<file path="config.mk">
export PLATFORM = sky130hd
export DESIGN_NAME = obbat_range
export DESIGN_NICKNAME = d
export VERILOG_FILES = /design/src/hw/rtl/obbat_range.sv
export SDC_FILE = /design/constraint.sdc
export NUM_CORES = 1
export LEC_CHECK = 0
export ABC_CLOCK_PERIOD_IN_PS = 10000
export BUFFER_PORTS_ARGS = -buffer_cell sky130_fd_sc_hd__buf_4
export CAP_MARGIN = 20
export CELL_PAD_IN_SITES_DETAIL_PLACEMENT = 0
export CELL_PAD_IN_SITES_GLOBAL_PLACEMENT = 2
export CORE_ASPECT_RATIO = 1.5
export CORE_MARGIN = 8
export CORE_UTILIZATION = 32
export DETAILED_ROUTE_END_ITERATION = 6
export PLACE_DENSITY_LB_ADDON = 0.08
export SYNTH_ARGS = -nofsm -noshare
export SYNTH_HDL_FRONTEND = slang
export SYNTH_SLANG_ARGS = --single-unit
</file>
<file path="constraint.sdc">
create_clock -name vclk -period 10
set_input_delay 1.5 -clock vclk [all_inputs]
set_output_delay 1.5 -clock vclk [all_outputs]
set_load 0.01 [all_outputs]
</file>
<file path="src/hw/rtl/obbat_range.sv">
// Minimum and maximum of four projected corner values.
module obbat_range #(
  parameter int W = 31
) (
  input  logic signed [W-1:0] p [4],
  output logic signed [W-1:0] lo,
  output logic signed [W-1:0] hi
);

  logic signed [W-1:0] lo_a, lo_b, hi_a, hi_b;

  // Pairwise compare, then a final compare of the two pairs.
  always_comb begin
    lo_a = (p[1] < p[0]) ? p[1] : p[0];
    hi_a = (p[1] > p[0]) ? p[1] : p[0];
    lo_b = (p[3] < p[2]) ? p[3] : p[2];
    hi_b = (p[3] > p[2]) ? p[3] : p[2];
    lo   = (lo_b < lo_a) ? lo_b : lo_a;
    hi   = (hi_b > hi_a) ? hi_b : hi_a;
  end

endmodule

</file>
==> flow_summary.ini <==
[global_routing]
grt_pass1_vias = 6457
antenna_found_initial = 0
grt_overflow = 0
grt_max_degree = 31
grt_usage_pct = 20.4
grt_pass1_wl_um = 34300

[synth]
synth_compound_gate_area_share_pct = 17.8
netlist_instances = 689
ys_top_cells_by_area = ha_1 (29%), mux2i_1 (23%), inv_1 (7.1%)
syn_avg_cell_area_um2 = 7.76
synth_cell_types = 45
yosysTopAreaCell = ha_1
synth_fa_ha_area_share_pct = 28.8
synth-xor-area-share_pct = 0
yosysWarnings = 0
syn-num-nets = 936
ys_seq_area_share_pct = 0
synth-simple-area-share_pct = 13.6
synthDominantCellAreaShare_pct = 28.8
syn_area_um2 = 5350
synth_top_family_by_area = multiplexers
synthMuxAreaShare_pct = 29.6

[power]
pwr-share-comb_pct = 100.0
clock_power_share_pct = 0
leakage_nw = 3.82
p_per_area_nw_per_um2 = 118
ir_drop_uv = 91.7
pwr-share-seq_pct = 0
swShare_pct = 53.4
power.internal_mw = 0.386
power_switching_mw = 0.442

[sta]
setup_viol = 0
min_period_over_period_pct = 90.0
timing.hold.ws_ns = 3.45
hold_violations = 0
rsz0062_at_grt = no
layout_min_cycle_time_ns = 9.00
slew_headroom_pct = 51.6
tightest_slew_ns = 0.725
fin_tns_setup_ns = 0
fmax_ghz = 0.111
drv_slew = 0

[run]
maxCapViolations = 0

[final_layout]
fin_cells = 1067
final_layout_size_suffix_gt1_share_pct = 28.0
area_growth_pct = 30.9
layout_commonest_cell = buf_4
nFillCells = 1752
layout_common_cells = buf_4 (200), mux2i_1 (123), ha_1 (123)
insertedDiodeCount = 0
seq_cells = 0
multi_input_area_um2 = 4830
register_area_um2 = 0
stdcell_area_um2 = 7000
final_nets = 1106
clock_buffers = 0

[routing]
dr_total_vias = 5919
detail_route.wirelength_um = 22200
via_per_inst = 5.55
ant_nets = 0
drtIter0Drc = 229
wl_per_cell_um = 20.8
drc_errors = 0
drtPass1Iterations = 4

[place]
dp.cells = 1067
dp_hpwl_um = 19500
port_buffers = 186
place_area_um2 = 7000
place.gp.congestion = 0.894

[die]
ioPinCount = 186
dieArea_um2 = 21200
fp.dieW_um = 122
rows = 58
die_h_um = 174
start_util_pct = 32.3
core_area_um2 = 16500

[critical_path]
critPathCaptureType = output port
crit_fanout = 14
required_ns = 8.50
cp-start-kind = input port
cp.arrival_ns = 7.50
worst-setup-path-type = input port to output port

[clocking]
cts_resized = 0
post_cts_buffers = 0
cts_hold_buffers = 0

[min_path]
min_to = hi[5]
hold_depth = 4
min_from = p[5]
hold_class = input port to output port

[status]
status = finished, final reports clean
[final cells by class]
cell class                 instances  area share (%)
multi-input combinational        555            69.1
timing repair buffer             201            21.7
inverter                         101            5.42
tap                              210            3.76
[critical path: stages]
cell and delay (ns):
buf_4 0.09, inv_1 0.04, ha_1 0.42, nand4_1 0.26, nor4_2 0.45, o311a_1 0.26
a211o_1 0.16, mux2i_4 0.56, a31o_2 0.35, buf_4 0.30, mux2i_1 0.29, inv_1 0.08
ha_1 0.31, and3_1 0.16, nand4_1 0.15, nor4_1 0.58, buf_4 0.23, o21ai_0 0.15
a31oi_4 0.49, buf_4 0.27, mux2i_1 0.24, buf_4 0.15
[synth_stat cells, types with 3 or more instances]
cell type	n
ha_1	123
a32oi_1	30
nor4_1	7
nand4_1	24
nand2_1	28
a21o_1	19
a211oi_1	3
a21oi_1	38
mux2_2	30
and3_1	3
clkbuf_1	13
buf_2	12
inv_1	101
o21ai_0	20
nor2_1	15
buf_4	8
o21a_1	8
nor3_1	38
mux2i_1	123
nand3_1	11
[through the flow]
step | power [mW] | util, % | setup WS (ns)
floorplan | 0.479 | - | 2.73
global placement | 0.824 | 42.3 | 1.13
detailed placement | 0.834 | 42.3 | 0.912
CTS | 0.838 | 42.3 | 0.906
global route | 0.909 | 42.3 | 0.698
finish | 0.828 | 42.3 | 0.998
[how the worst max path moves through the flow]
stage,startpoint,to,cells after the start
3_3_place_gp,p[30],hi[16],21
4_1_cts,p[61],hi[28],22
5_1_grt,p[61],hi[21],22
6_report,p[61],hi[28],22
2_1_floorplan,p[57],hi[0],20
3_5_place_dp,p[61],hi[28],22
[layer usage]
layer,track usage (%),wire length [um]
met5,0,0
met2,39.6,11900
met3,2.27,1020
met1,21.2,8210
met4,7.90,998
[cell families after synthesis]
kind of cell | after synthesis
buf+inv | 134
fa+ha+maj | 123
mux | 154
compound gates | 138
simple gates | 140
[power groups by stage]
stage	sequential (mW)	combinational, mW	clock [mW]
2_1_floorplan	0	0.479	0
3_3_place_gp	0	0.824	0
3_5_place_dp	0	0.834	0
4_1_cts	0	0.838	0
5_1_grt	0	0.909	0
6_report	0	0.828	0
(Power assumes the default switching activity.)
